==> src/rtl/bzcq_pkg.sv <==
// ----------------------------------------------------------------------------
// bzcq_pkg
// Types and constants shared by the back-EMF zero-cross qualifier.
// ----------------------------------------------------------------------------
package bzcq_pkg;

  localparam int SAMPLE_W   = 16;
  localparam int LANE_W     = 4;
  localparam int NUM_LANES  = SAMPLE_W / LANE_W;
  localparam int FILTER_W   = 5;
  localparam int INTERVAL_W = 16;
  localparam int STEP_W     = 3;
  localparam int CFG_ADDR_W = 2;
  localparam int CFG_DATA_W = 16;
  localparam int MAX_FILTER = 16;

  localparam logic [FILTER_W-1:0]   FILTER_RESET = 5'd5;
  localparam logic [INTERVAL_W-1:0] FAST_RESET   = 16'd400;
  localparam logic [INTERVAL_W-1:0] SLOW_RESET   = 16'd600;

  typedef enum logic [CFG_ADDR_W-1:0] {
    REG_FILT_LEN       = 2'd0,
    REG_FAST_THRESHOLD = 2'd1,
    REG_SLOW_THRESHOLD = 2'd2
  } reg_idx_t;

  typedef enum logic {
    OP_COMMUTATE = 1'b0,
    OP_EDGE      = 1'b1
  } op_t;

  typedef enum logic [1:0] {
    PHASE_C = 2'd0,
    PHASE_A = 2'd1,
    PHASE_B = 2'd2
  } phase_t;

  typedef struct packed {
    logic served;
    logic zero_cross;
    logic clear_rising;
    logic clear_falling;
  } edge_t;

  typedef struct packed {
    logic                  zero_cross;
    logic [1:0]            phase_select;
    logic                  medium_speed;
    logic                  trigger_falling;
    logic                  clear_rising;
    logic                  clear_falling;
    logic [INTERVAL_W-1:0] recorded_interval;
  } result_t;

endpackage

==> src/rtl/bzcq_merge.sv <==
// ----------------------------------------------------------------------------
// bzcq_merge
// Combines lane hits with the interval test and picks the flag to clear.
// ----------------------------------------------------------------------------
module bzcq_merge import bzcq_pkg::*; (
  input  logic [NUM_LANES-1:0]  hits,
  input  logic                  op,
  input  logic                  falling_pending,
  input  logic                  rising_pending,
  input  logic [INTERVAL_W-1:0] elapsed_interval,
  input  logic [INTERVAL_W-1:0] mean_interval,
  input  logic                  first_read,
  input  logic                  expected,
  output edge_t                 edge_res
);

  logic long_enough;
  logic do_clear;

  always_comb begin
    long_enough = elapsed_interval > {1'b0, mean_interval[INTERVAL_W-1:1]};
    do_clear    = long_enough || (first_read == expected);
    edge_res.served        = (op == OP_EDGE) && (falling_pending || rising_pending);
    edge_res.zero_cross    = edge_res.served && long_enough && !(|hits);
    // falling wins when both are pending
    edge_res.clear_falling = edge_res.served && do_clear && falling_pending;
    edge_res.clear_rising  = edge_res.served && do_clear && !falling_pending;
  end

endmodule

==> config.mk <==
export PLATFORM = sky130hd
export DESIGN_NAME = bzcq_merge
export DESIGN_NICKNAME = d
export VERILOG_FILES = /design/src/rtl/bzcq_pkg.sv /design/src/rtl/bzcq_merge.sv
export SDC_FILE = /design/constraint.sdc
export NUM_CORES = 1
export LEC_CHECK = 0
export ABC_CLOCK_PERIOD_IN_PS = 1700
export BUFFER_PORTS_ARGS = -buffer_cell sky130_fd_sc_hd__buf_2
export CAP_MARGIN = 30
export CORE_MARGIN = 2
export CORE_UTILIZATION = 30
export DETAILED_ROUTE_END_ITERATION = 10
export GPL_ROUTABILITY_DRIVEN = 0
export GPL_TIMING_DRIVEN = 0
export MAX_ROUTING_LAYER = met4
export PLACE_DENSITY = 0.75
export RECOVER_POWER = 50
export SYNTH_ARGS = -nofsm -noshare
export SYNTH_HDL_FRONTEND = slang
export SYNTH_SLANG_ARGS = --single-unit
export TNS_END_PERCENT = 5
==> constraint.sdc <==
create_clock -name vclk -period 1.7
set_input_delay 0.17 -clock vclk [all_inputs]
set_output_delay 0.17 -clock vclk [all_outputs]
set_load 0.1 [all_outputs]
## Word-level counts from Yosys, hierarchy flattened

Cells that the tools add are included.

- Logic and storage cells: 13
- Bits in registers: 0
- Output and inout bits: 4
- Bits of input ports: 41

- Equal/unequal tests: 1
- Magnitude comparators: 1
- Reductions and logical operators: 11

Operator list:

| cell | number |
|---|---|
| > comparator 16 x 15 -> 1 bit | 1 |
| logical AND 1 bit | 6 |
| OR reduction 4 bit | 1 |
| zero test 1 bit | 2 |
| logical OR 1 bit | 2 |
| equality test 1 bit | 1 |

## Logic depth before layout (Yosys ltp)

- Depth after elaboration: 4
- Mapped depth: 7
- Depth with buffers taken out: 7

## Least setup slack after synthesis

OpenSTA, ideal clock, no wires.

- Path type: input port to output port
- From: in rising_pending
- To: out edge_res[1] in the netlist's numbering
- Path slack: -1.272 ns
- Stages on the path: 4
- Buffers on the path: 0
- Data arrival time: 2.802 ns
- Required time: 1.530 ns
- Path through: o21a_1 a21boi_0 o31ai_2 a21oi_1

RTL lines:

| item | line | RTL |
|---|---|---|
| from (decl) | bzcq_merge.sv:9 | `input logic rising_pending,` |
| to (decl) | bzcq_merge.sv:14 | `output edge_t edge_res` |

==> flow_summary.json <==
{
  "status": "complete, but fails checks",
  "violations": "negative setup slack",
  "report.final.slew_viol_count": 0,
  "share_seq_of_total_power_pct": 0,
  "maximum_vdd_drop_mv": 0.147,
  "finish.utilization_pct": 63.3,
  "first_global_vias": 585,
  "antenna-diode-count": 0,
  "dr.first_iter.drc_count": 2,
  "final_cell_mix": "sky130_fd_sc_hd__buf_2, sky130_fd_sc_hd__inv_1, sky130_fd_sc_hd__ha_1",
  "placementRows": 14,
  "chipHeight_um": 43.3,
  "drt-pass1-iter-count": 3,
  "worst_path_largest_cell_delay_ns": 0.43,
  "syn-mean-instance-area_sq_um": 7.61,
  "timing.critical_path.buf_inv": 2,
  "finalHoldViolCount": 0,
  "synth_cell_area_sq_um": 464,
  "core-area_sq_um": 1470,
  "die_area_sq_um": 1880,
  "max-slew-margin-rel_pct": 22.9,
  "syn_inst": 61,
  "synth.area.top_cells": "sky130_fd_sc_hd__ha_1, sky130_fd_sc_hd__inv_1, sky130_fd_sc_hd__a21oi_1",
  "seq_area_sq_um": 0,
  "critical_path_type": "in -> out",
  "worstPathRequired_ns": 1.53,
  "timing.critical_path.to_type": "output pin",
  "grt_antenna_before_repair": 0,
  "clock_buffer_count": 0,
  "timing.final.setup_violations": 3,
  "worst_hold_path_type": "in -> out",
  "die-width_um": 43.3,
  "congestion_overflow_gr": 0,
  "tot_gr_track_use_pct": 14.1,
  "power_frac_comb_pct": 100.0,
  "hpwl_mm": 1.09,
  "netSwitchingFraction_pct": 51.7,
  "cts_hold_buffers_added": 0,
  "overall_power_of_the_completed_layout_mw": 0.251,
  "cpMaxStageDelayCell": "sky130_fd_sc_hd__o31ai_4",
  "routed_wirelength_mm": 1.21,
  "synthToLayoutAreaGrowth_pct": 101,
  "initial_utilization_pct": 31.5,
  "finalCriticalPeriod_ns": 1.93,
  "crit_arrival_ns": 1.76,
  "multiInputGateArea_sq_um": 542,
  "pwr_density_cell_nw_per_um2": 270,
  "crit_path_start_kind": "primary input",
  "route.antenna.remaining_nets": 0,
  "power.static_leakage_nw": 0.469,
  "finalCritPeriodShare_pct": 114,
  "rsz0062_at_grt": "true",
  "cp_cell_sequence": "buf_2 -> ha_4 -> a21o_2 -> a211o_1 -> o31ai_4 -> a21boi_4 -> buf_12",
  "seq_area_frac_synth_pct": 0,
  "wl_per_cell_um": 10.0,
  "cts_setup_buffers": 0,
  "wire_length_of_the_first_global_routing_pass_mm": 2.13,
  "io_buffer_count": 44,
  "vias": 567,
  "layout-drive-gt1-share_pct": 61.0,
  "worst-slew-pin-transition_ns": 1.16,
  "drcViolationCount": 0,
  "synth.net_count": 117,
  "num_io_pins": 45,
  "setup_slack_ns": -0.231,
  "post_synth_num_cell_types": 22,
  "final_net_count": 163,
  "count_of_max_cap_constraint_violations": 0,
  "synthesis_warnings": 0,
  "clkPwrFrac_pct": 0,
  "sequential_cell_total": 0,
  "fill_cells": 144,
  "vias_cell": 4.69,
  "pin_count_of_the_biggest_net_entering_global_routing": 5,
  "net-switching-power_mw": 0.130,
  "critical_path.top_delay_family": "compound AO/OA/AOI/OAI gates",
  "synth_top_cell_area_share_pct": 40.4,
  "critical_path_peak_fanout": 3,
  "fmaxAchievable_mhz": 518,
  "layout.cells.most_common": "sky130_fd_sc_hd__buf_2",
  "cell_type_with_the_highest_aggregate_area_in_the_netlist": "sky130_fd_sc_hd__ha_1",
  "power_report.internal_total_mw": 0.122
}
==> cells in the mapped netlist, drive strengths merged <==
cell type	instances
a211o	1
a21boi	3
a21o	1
a21oi	6
and4	1
ha	15
inv	15
nand2	4
nand4	1
nand4b	1
nor2	2
nor2b	1
nor3	2
nor4	1
o211ai	1
o21a	2
o21ai	1
o31ai	1
or4	1
xnor2	1
==> worst paths after layout <==
| check | from | end | slack [ns] | depth (start not counted) |
|---|---|---|---|---|
| max | elapsed_interval[13] | edge_res[0] | -0.23 | 7 |
| min | falling_pending | edge_res[1] | 0.68 | 3 |
==> layer usage <==
metal	up-vias	wire length, um	global-route usage [%]
li1	307	-	-
met1	242	471	15.9
met2	18	675	29.0
met3	0	66	0
met4	0	0	0
met5	-	0	-
==> area by class of cell <==
type / instances / share of cell area (%)
multi-input cells: 46 / 58.2
repair buffers: 44 / 31.5
inverters: 15 / 8.20
well taps: 16 / 2.15
==> through the flow <==
step	setup slack, ns	TNS, ns	area (sq um)	hold WS, ns	std cells
2_1_floorplan	-0.240	-0.601	593	0.434	61
3_3_place_gp	-0.496	-1.39	833	0.785	121
3_5_place_dp	-0.504	-1.40	833	0.793	121
4_1_cts	-0.233	-0.640	932	0.682	121
5_1_grt	-0.319	-0.897	931	0.691	121
6_report	-0.231	-0.636	931	0.681	121
==> kinds of logic after synthesis <==
| family | after synthesis | synth area share (%) |
|---|---|---|
| fa+ha+maj | 15 | 40.4 |
| buf+inv | 15 | 12.1 |
| xor+xnor | 1 | 1.89 |
| simple gates | 14 | 21.0 |
| compound gates | 16 | 24.5 |
==> what timing repair did <==
item | in CTS | in global routing
gates resized for setup | 21 | 0
endpoints found under the setup margin | 3 | 3
pin swaps | 3 | 1
==> power groups by stage <==
stage / clock network (mW) / logic, mW / registers, mW
2_1_floorplan: 0 / 0.148 / 0
3_3_place_gp: 0 / 0.218 / 0
3_5_place_dp: 0 / 0.224 / 0
4_1_cts: 0 / 0.255 / 0
5_1_grt: 0 / 0.277 / 0
6_report: 0 / 0.251 / 0
(Power assumes the default switching activity.)
