[src/rtl/bzcq_pkg.sv]
// ----------------------------------------------------------------------------
// bzcq_pkg
// Types and constants shared by the back-EMF zero-cross qualifier.
// ----------------------------------------------------------------------------
package bzcq_pkg;

  localparam int SAMPLE_W   = 16;
  localparam int LANE_W     = 4;
  localparam int NUM_LANES  = SAMPLE_W / LANE_W;
  localparam int FILTER_W   = 5;
  localparam int INTERVAL_W = 16;
  localparam int STEP_W     = 3;
  localparam int CFG_ADDR_W = 2;
  localparam int CFG_DATA_W = 16;
  localparam int MAX_FILTER = 16;

  localparam logic [FILTER_W-1:0]   FILTER_RESET = 5'd5;
  localparam logic [INTERVAL_W-1:0] FAST_RESET   = 16'd400;
  localparam logic [INTERVAL_W-1:0] SLOW_RESET   = 16'd600;

  typedef enum logic [CFG_ADDR_W-1:0] {
    REG_FILT_LEN       = 2'd0,
    REG_FAST_THRESHOLD = 2'd1,
    REG_SLOW_THRESHOLD = 2'd2
  } reg_idx_t;

  typedef enum logic {
    OP_COMMUTATE = 1'b0,
    OP_EDGE      = 1'b1
  } op_t;

  typedef enum logic [1:0] {
    PHASE_C = 2'd0,
    PHASE_A = 2'd1,
    PHASE_B = 2'd2
  } phase_t;

  typedef struct packed {
    logic served;
    logic zero_cross;
    logic clear_rising;
    logic clear_falling;
  } edge_t;

  typedef struct packed {
    logic                  zero_cross;
    logic [1:0]            phase_select;
    logic                  medium_speed;
    logic                  trigger_falling;
    logic                  clear_rising;
    logic                  clear_falling;
    logic [INTERVAL_W-1:0] recorded_interval;
  } result_t;

endpackage

[src/rtl/bzcq_lane.sv]
// ----------------------------------------------------------------------------
// bzcq_lane
// Checks one slice of comparator reads against the expected level.
// ----------------------------------------------------------------------------
module bzcq_lane import bzcq_pkg::*; #(
  parameter int BASE = 0
) (
  input  logic [LANE_W-1:0]   chunk,
  input  logic                expected,
  input  logic [FILTER_W-1:0] level,
  output logic                hit
);

  logic [LANE_W-1:0] hit_bits;

  always_comb begin
    for (int j = 0; j < LANE_W; j++) begin
      hit_bits[j] = (chunk[j] == expected) && (level > FILTER_W'(BASE + j));
    end
  end

  assign hit = |hit_bits;

endmodule

[config.mk]
export PLATFORM = sky130hd
export DESIGN_NAME = bzcq_lane
export DESIGN_NICKNAME = d
export VERILOG_FILES = /design/src/rtl/bzcq_pkg.sv /design/src/rtl/bzcq_lane.sv
export SDC_FILE = /design/constraint.sdc
export NUM_CORES = 1
export LEC_CHECK = 0
export BUFFER_PORTS_ARGS = -buffer_cell sky130_fd_sc_hd__buf_2
export CAP_MARGIN = 0
export CORE_AREA = 2 2 39 41
export DETAILED_ROUTE_END_ITERATION = 7
export DIE_AREA = 0 0 41 43
export MAX_ROUTING_LAYER = met4
export PLACE_DENSITY_LB_ADDON = 0.3
export SLEW_MARGIN = 0
export SYNTH_ARGS = -nofsm -noshare
export SYNTH_HDL_FRONTEND = slang
export SYNTH_SLANG_ARGS = --single-unit
export TNS_END_PERCENT = 10
[constraint.sdc]
create_clock -name vclk -period 1.4
set_input_delay 0.07 -clock vclk [all_inputs]
set_output_delay 0.07 -clock vclk [all_outputs]
set_load 0.02 [all_outputs]
* After elaboration in Yosys (flattened, before gate mapping) *
Index checks and enable logic that the tools add are counted.

word-level totals
  register bits = 0
  output and inout bits = 1
  bits of input ports = 10
  logic and storage cells = 13

cells by class
  order comparisons = 4
  reduce and logical (&&, ||, !) cells = 5
  eq/ne operators = 4

operator list
  kind                number
  $gt 5x1->1 const B  2
  $gt 5x2->1 const B  2
  $eq 1x1->1          4
  $logic_and 1x1->1   4
  $reduce_or 4->1     1

* Logic depth before layout (Yosys ltp) *
Gate-level depths: netlist of run 1.

  depth in word-level cells = 3
  depth in mapped cells = 4
  depth with buffers taken out = 4

* Worst setup path before layout of run 1 *
No wires, ideal clock.

  path kind = in2out
  start point = input level[4]
  end point = output hit
  stages on the path = 4
  slack = 0.247 ns
  arrival time = 1.083 ns
  cell sequence = or3_4 -> or3_1 -> a31oi_1 -> o21ai_1

between the ends
  word-level cells in the longest chain between the ends = 3

ends and longest elaborated chain
  item                                      line             RTL
  start: declaration                        bzcq_lane.sv:10  input logic [FILTER_W-1:0] level,
  $gt 5x1->1 or $gt 5x2->1 (tied branches)  bzcq_lane.sv:18  hit_bits[j] = (chunk[j] == expected) && (level > FILTER_W'(BASE + j));
  $logic_and 1x1->1                         bzcq_lane.sv:18
  $reduce_or 4->1 *                         bzcq_lane.sv:22  assign hit = |hit_bits;
  end: declaration                          bzcq_lane.sv:11  output logic hit

Mark *: on every way between the ends. The rest lies on a longest branch, timed or not.

* Worst setup path in the final report of run 1 *
Same ends and word-level chain as after synthesis.

==> results of run 1 <==
## cells in the mapped netlist, drive strengths merged
cell type,number,area share
or3b,1,0.11
nand2,1,0.045
nand3b,1,0.091
a211oi,1,0.091
a31oi,1,0.076
xnor2,3,0.32
o21ai,1,0.061
or3,2,0.21
## final timing paths
kind      from  end  slack [ns]
min   level[1]  hit        0.52
max   level[4]  hit        0.06
## final cells by class
class,instances,area (um2)
Multi-Input combinational cell,11,82.6
Tap cell,16,20.0
Timing Repair Buffer,11,55.1
Fill cell,161,1230
## kinds of logic after synthesis
kind of cell / after synthesis
AO/OA/AOI/OAI: 3
XOR/XNOR: 3
AND/OR/NAND/NOR: 5
## worst max-delay path, cell delays in order
cell and delay, ns:
buf_2 0.10, or3_4 0.38, or3_1 0.35, a31oi_1 0.14, o21ai_1 0.08, buf_2 0.16
## per-stage QoR
step	total power (W)	std cells	utilization
after global placement	0.0000400	38	0.114
after detailed placement	0.0000400	38	0.114
after global routing	0.0000436	38	0.114
final	0.0000399	38	0.114
after floorplan	0.0000191	11	-
after CTS	0.0000400	38	0.114
## where the power goes
part           switching (W)  internal (W)  total (W)
combinational      0.0000172     0.0000226  0.0000399
sequential                 0             0          0
clock                      0             0          0
total              0.0000172     0.0000226  0.0000399
## routing by layer
layer / track usage / share of wire / vias up
met3: 0 / 0.11 / 0
met4: 0 / 0 / 0
met5: - / 0 / -
met2: 0.0281 / 0.25 / 11
met1: 0.0570 / 0.63 / 51
li1: - / - / 65
==> results.py, run 1 <==
metrics = {
    "min_path": {
        "holdPathStages": 4,
        "min_path_type": "in -> out",
    },
    "yosys": {
        "synth_xor_area_frac": 0.318,
        "ys_seq_area_frac": 0,
        "syn_area_um2": 82.6,
        "yosysWarnings": 0,
        "synth_simple_gate_area_frac": 0.455,
        "synth.distinct_cells": 9,
        "synth_top_family_by_area": "simple AND/OR/NAND/NOR gates",
        "synth-compound-area-share": 0.227,
        "synthAdderAreaFrac": 0,
        "synth.net_count": 21,
        "syn-mean-instance-area_um2": 7.51,
        "synthCells": 11,
        "synthMuxAreaShare": 0,
    },
    "floorplan": {
        "initial_utilization": 0.0597,
        "rows": 14,
        "coreArea_um2": 1380,
        "io_pins": 11,
        "die_x_um": 41,
        "dieArea_um2": 1760,
        "die_h_um": 43,
    },
    "cells_and_area": {
        "diodes": 0,
        "area_growth_pct": 90.9,
        "nFlopsAndLatches": 0,
        "drive_above_1_share": 0.591,
        "seq_area_um2": 0,
        "final_area_um2": 158,
        "n_clock_buffer": 0,
        "layout_common_cells": "buf_2, xnor2_1",
        "nets": 34,
        "mostFrequentLayoutCell": "buf_2",
    },
    "global_routing": {
        "grt_util_all_layers": 0.0276,
        "grt_pass1_vias": 84,
        "grt.overflow.total": 0,
        "antenna_found_initial": 0,
        "grt_pass1_wl_um": 365,
        "grt_max_degree": 6,
    },
    "timing": {
        "setup-tns-final_ns": 0,
        "finalSetupViolations": 0,
        "fin_crit_sh": 0.959,
        "tightest_slew_ns": 0.181,
        "max_slew_margin": 0.878,
        "whs_ns": 0.518,
        "timing.final.crit_period_ns": 1.34,
        "setup_slack_ns": 0.0574,
        "clock.fmax_mhz": 745,
        "rsz0062_at_grt": "false",
        "maxSlewViolCount": 0,
        "hold_violations": 0,
    },
    "critical_path": {
        "start_kind": "primary input",
        "path_max_fanout": 3,
        "path_class": "in -> out",
        "required_ns": 1.33,
        "cp.arrival_ns": 1.27,
        "worstSetupEndpointType": "primary output",
    },
    "status": {
        "status": "finished, final reports clean",
    },
    "route": {
        "vias": 127,
        "detail-route-antenna-nets": 0,
        "drc": 0,
        "drtIter0Drc": 1,
        "firstDrtPassIters": 2,
        "wirelength_um": 266,
        "wl_per_cell_um": 7.00,
        "vias_per_cell": 3.34,
    },
    "clocking": {
        "cts_hold_buf": 0,
        "post_cts_buffers": 0,
        "cts_resized": 0,
    },
    "pwr": {
        "powerDensity_nw_per_um2": 253,
        "leakagePower_nw": 0.0613,
        "max-vdd-ir-drop_v": 0.0000648,
    },
    "flow_run": {
        "cap_violations": 0,
    },
    "place": {
        "placed_cell_area_um2": 158,
        "place_congestion": 0.578,
        "post-place-ws_ns": 0.0511,
        "io_buffers": 11,
    },
}
No activity file was read; power rests on OpenSTA's default activity.
==> inputs of run 2 (changes only) <==
--- a/config.mk
+++ b/config.mk
@@ -11,7 +11,7 @@
 export DETAILED_ROUTE_END_ITERATION = 7
 export DIE_AREA = 0 0 41 43
 export MAX_ROUTING_LAYER = met4
-export PLACE_DENSITY_LB_ADDON = 0.3
+export PLACE_DENSITY = 0.32
 export SLEW_MARGIN = 0
 export SYNTH_ARGS = -nofsm -noshare
 export SYNTH_HDL_FRONTEND = slang
==> constraint.sdc (replaced) <==
create_clock -name vclk -period 1.35
set_input_delay 0.0675 -clock vclk [all_inputs]
set_output_delay 0.0675 -clock vclk [all_outputs]
set_load 0.02 [all_outputs]
==> results.py, run 2 (synthesis results as in run 1) <==
metrics = {
    "status": {
        "status": "finished, final reports clean",
    },
    "floorplan": {
        "coreArea_um2": 1380,
        "io_pins": 11,
        "dieArea_um2": 1760,
        "rows": 14,
        "die_x_um": 41,
        "initial_utilization": 0.0597,
        "die_h_um": 43,
    },
    "cells_and_area": {
        "mostFrequentLayoutCell": "buf_2",
        "layout.cells.non_filler": 39,
        "diodes": 0,
        "area_growth_pct": 100,
        "layout_common_cells": "buf_2, xnor2_1",
        "nFlopsAndLatches": 0,
        "nets": 35,
        "seq_area_um2": 0,
        "drive_above_1_share": 0.609,
        "n_fill_cell": 155,
        "n_clock_buffer": 0,
    },
    "timing": {
        "timing.final.crit_period_ns": 1.33,
        "rsz0062_at_grt": "true",
        "tightest_slew_ns": 0.187,
        "hold_violations": 0,
        "clock.fmax_mhz": 752,
        "finalSetupViolations": 0,
        "fin_crit_sh": 0.985,
        "maxSlewViolCount": 0,
        "max_slew_margin": 0.874,
        "setup-tns-final_ns": 0,
        "setup_slack_ns": 0.0202,
    },
    "global_routing": {
        "antenna_found_initial": 0,
        "grt_pass1_vias": 113,
        "grt.overflow.total": 0,
        "grt_pass1_wl_um": 372,
        "grt_util_all_layers": 0.0276,
        "grt_max_degree": 6,
    },
    "place": {
        "io_buffers": 11,
        "place_congestion": 0.561,
        "post-place-ws_ns": 0.0206,
        "dp_cells": 39,
    },
    "route": {
        "drc": 0,
        "firstDrtPassIters": 1,
        "drtIter0Drc": 0,
        "detail-route-antenna-nets": 0,
        "vias_per_cell": 3.03,
        "vias": 118,
        "wl_per_cell_um": 6.69,
        "wirelength_um": 261,
    },
    "pwr": {
        "powerDensity_nw_per_um2": 261,
        "p_seq_frac": 0,
        "power_frac_comb": 1.000,
        "max-vdd-ir-drop_v": 0.0000725,
        "power_switching_w": 0.0000184,
        "clkPwrFrac": 0,
        "leakagePower_nw": 0.0656,
        "swShare": 0.426,
        "intPower_w": 0.0000248,
    },
    "critical_path": {
        "worstSetupEndpointType": "primary output",
        "path_max_fanout": 2,
        "start_kind": "primary input",
        "required_ns": 1.28,
        "cp.arrival_ns": 1.26,
        "path_class": "in -> out",
    },
    "flow_run": {
        "cap_violations": 0,
    },
    "min_path": {
        "min_path_type": "in -> out",
        "holdPathStages": 4,
    },
    "clocking": {
        "cts_resized": 0,
    },
}
[run 2: critical path, stage by stage]
cell and delay [ns]:
buf_2 0.09, or3_4 0.37, or3_1 0.34, a31oi_1 0.15
o21ai_1 0.08, buf_2 0.16
[run 2: final timing paths]
| path | start | slack (ns) | end |
|---|---|---|---|
| setup / recovery | level[4] | 0.02 | hit |
| hold / removal | level[1] | 0.52 | hit |
[run 2: cell type report]
cell class                 count  area (um2)  share of cell area
multi-input combinational     11        82.6               0.500
timing repair buffer          12        62.6               0.379
tap                           16        20.0               0.121
[run 2: metal layers]
| metal | GRT usage | vias up | share of wire |
|---|---|---|---|
| met3 | 0.00524 | 0 | 0.25 |
| met4 | 0 | 0 | 0 |
| met2 | 0.0375 | 11 | 0.20 |
| li1 | - | 67 | - |
| met1 | 0.0443 | 40 | 0.54 |
| met5 | - | - | 0 |
[run 2: power groups by stage]
stage | Combinational [W] | Sequential, W | Clock (W)
floorplan | 0.0000198 | 0 | 0
global placement | 0.0000436 | 0 | 0
detailed placement | 0.0000434 | 0 | 0
CTS | 0.0000435 | 0 | 0
global route | 0.0000473 | 0 | 0
finish | 0.0000432 | 0 | 0
[run 2: repair_timing]
item                       in CTS  in global routing
setup endpoints to repair       0                  1
setup buffers                   0                  0
hold buffers                    0                  0
[run 2: through the flow]
| step | total power, W | util | hold slack (ns) | instance area (um2) |
|---|---|---|---|---|
| 2_1_floorplan | 0.0000198 | - | 0.369 | 82.6 |
| 3_3_place_gp | 0.0000436 | 0.119 | 0.524 | 165 |
| 3_5_place_dp | 0.0000434 | 0.119 | 0.518 | 165 |
| 4_1_cts | 0.0000435 | 0.119 | 0.519 | 165 |
| 5_1_grt | 0.0000473 | 0.119 | 0.551 | 165 |
| 6_report | 0.0000432 | 0.119 | 0.515 | 165 |
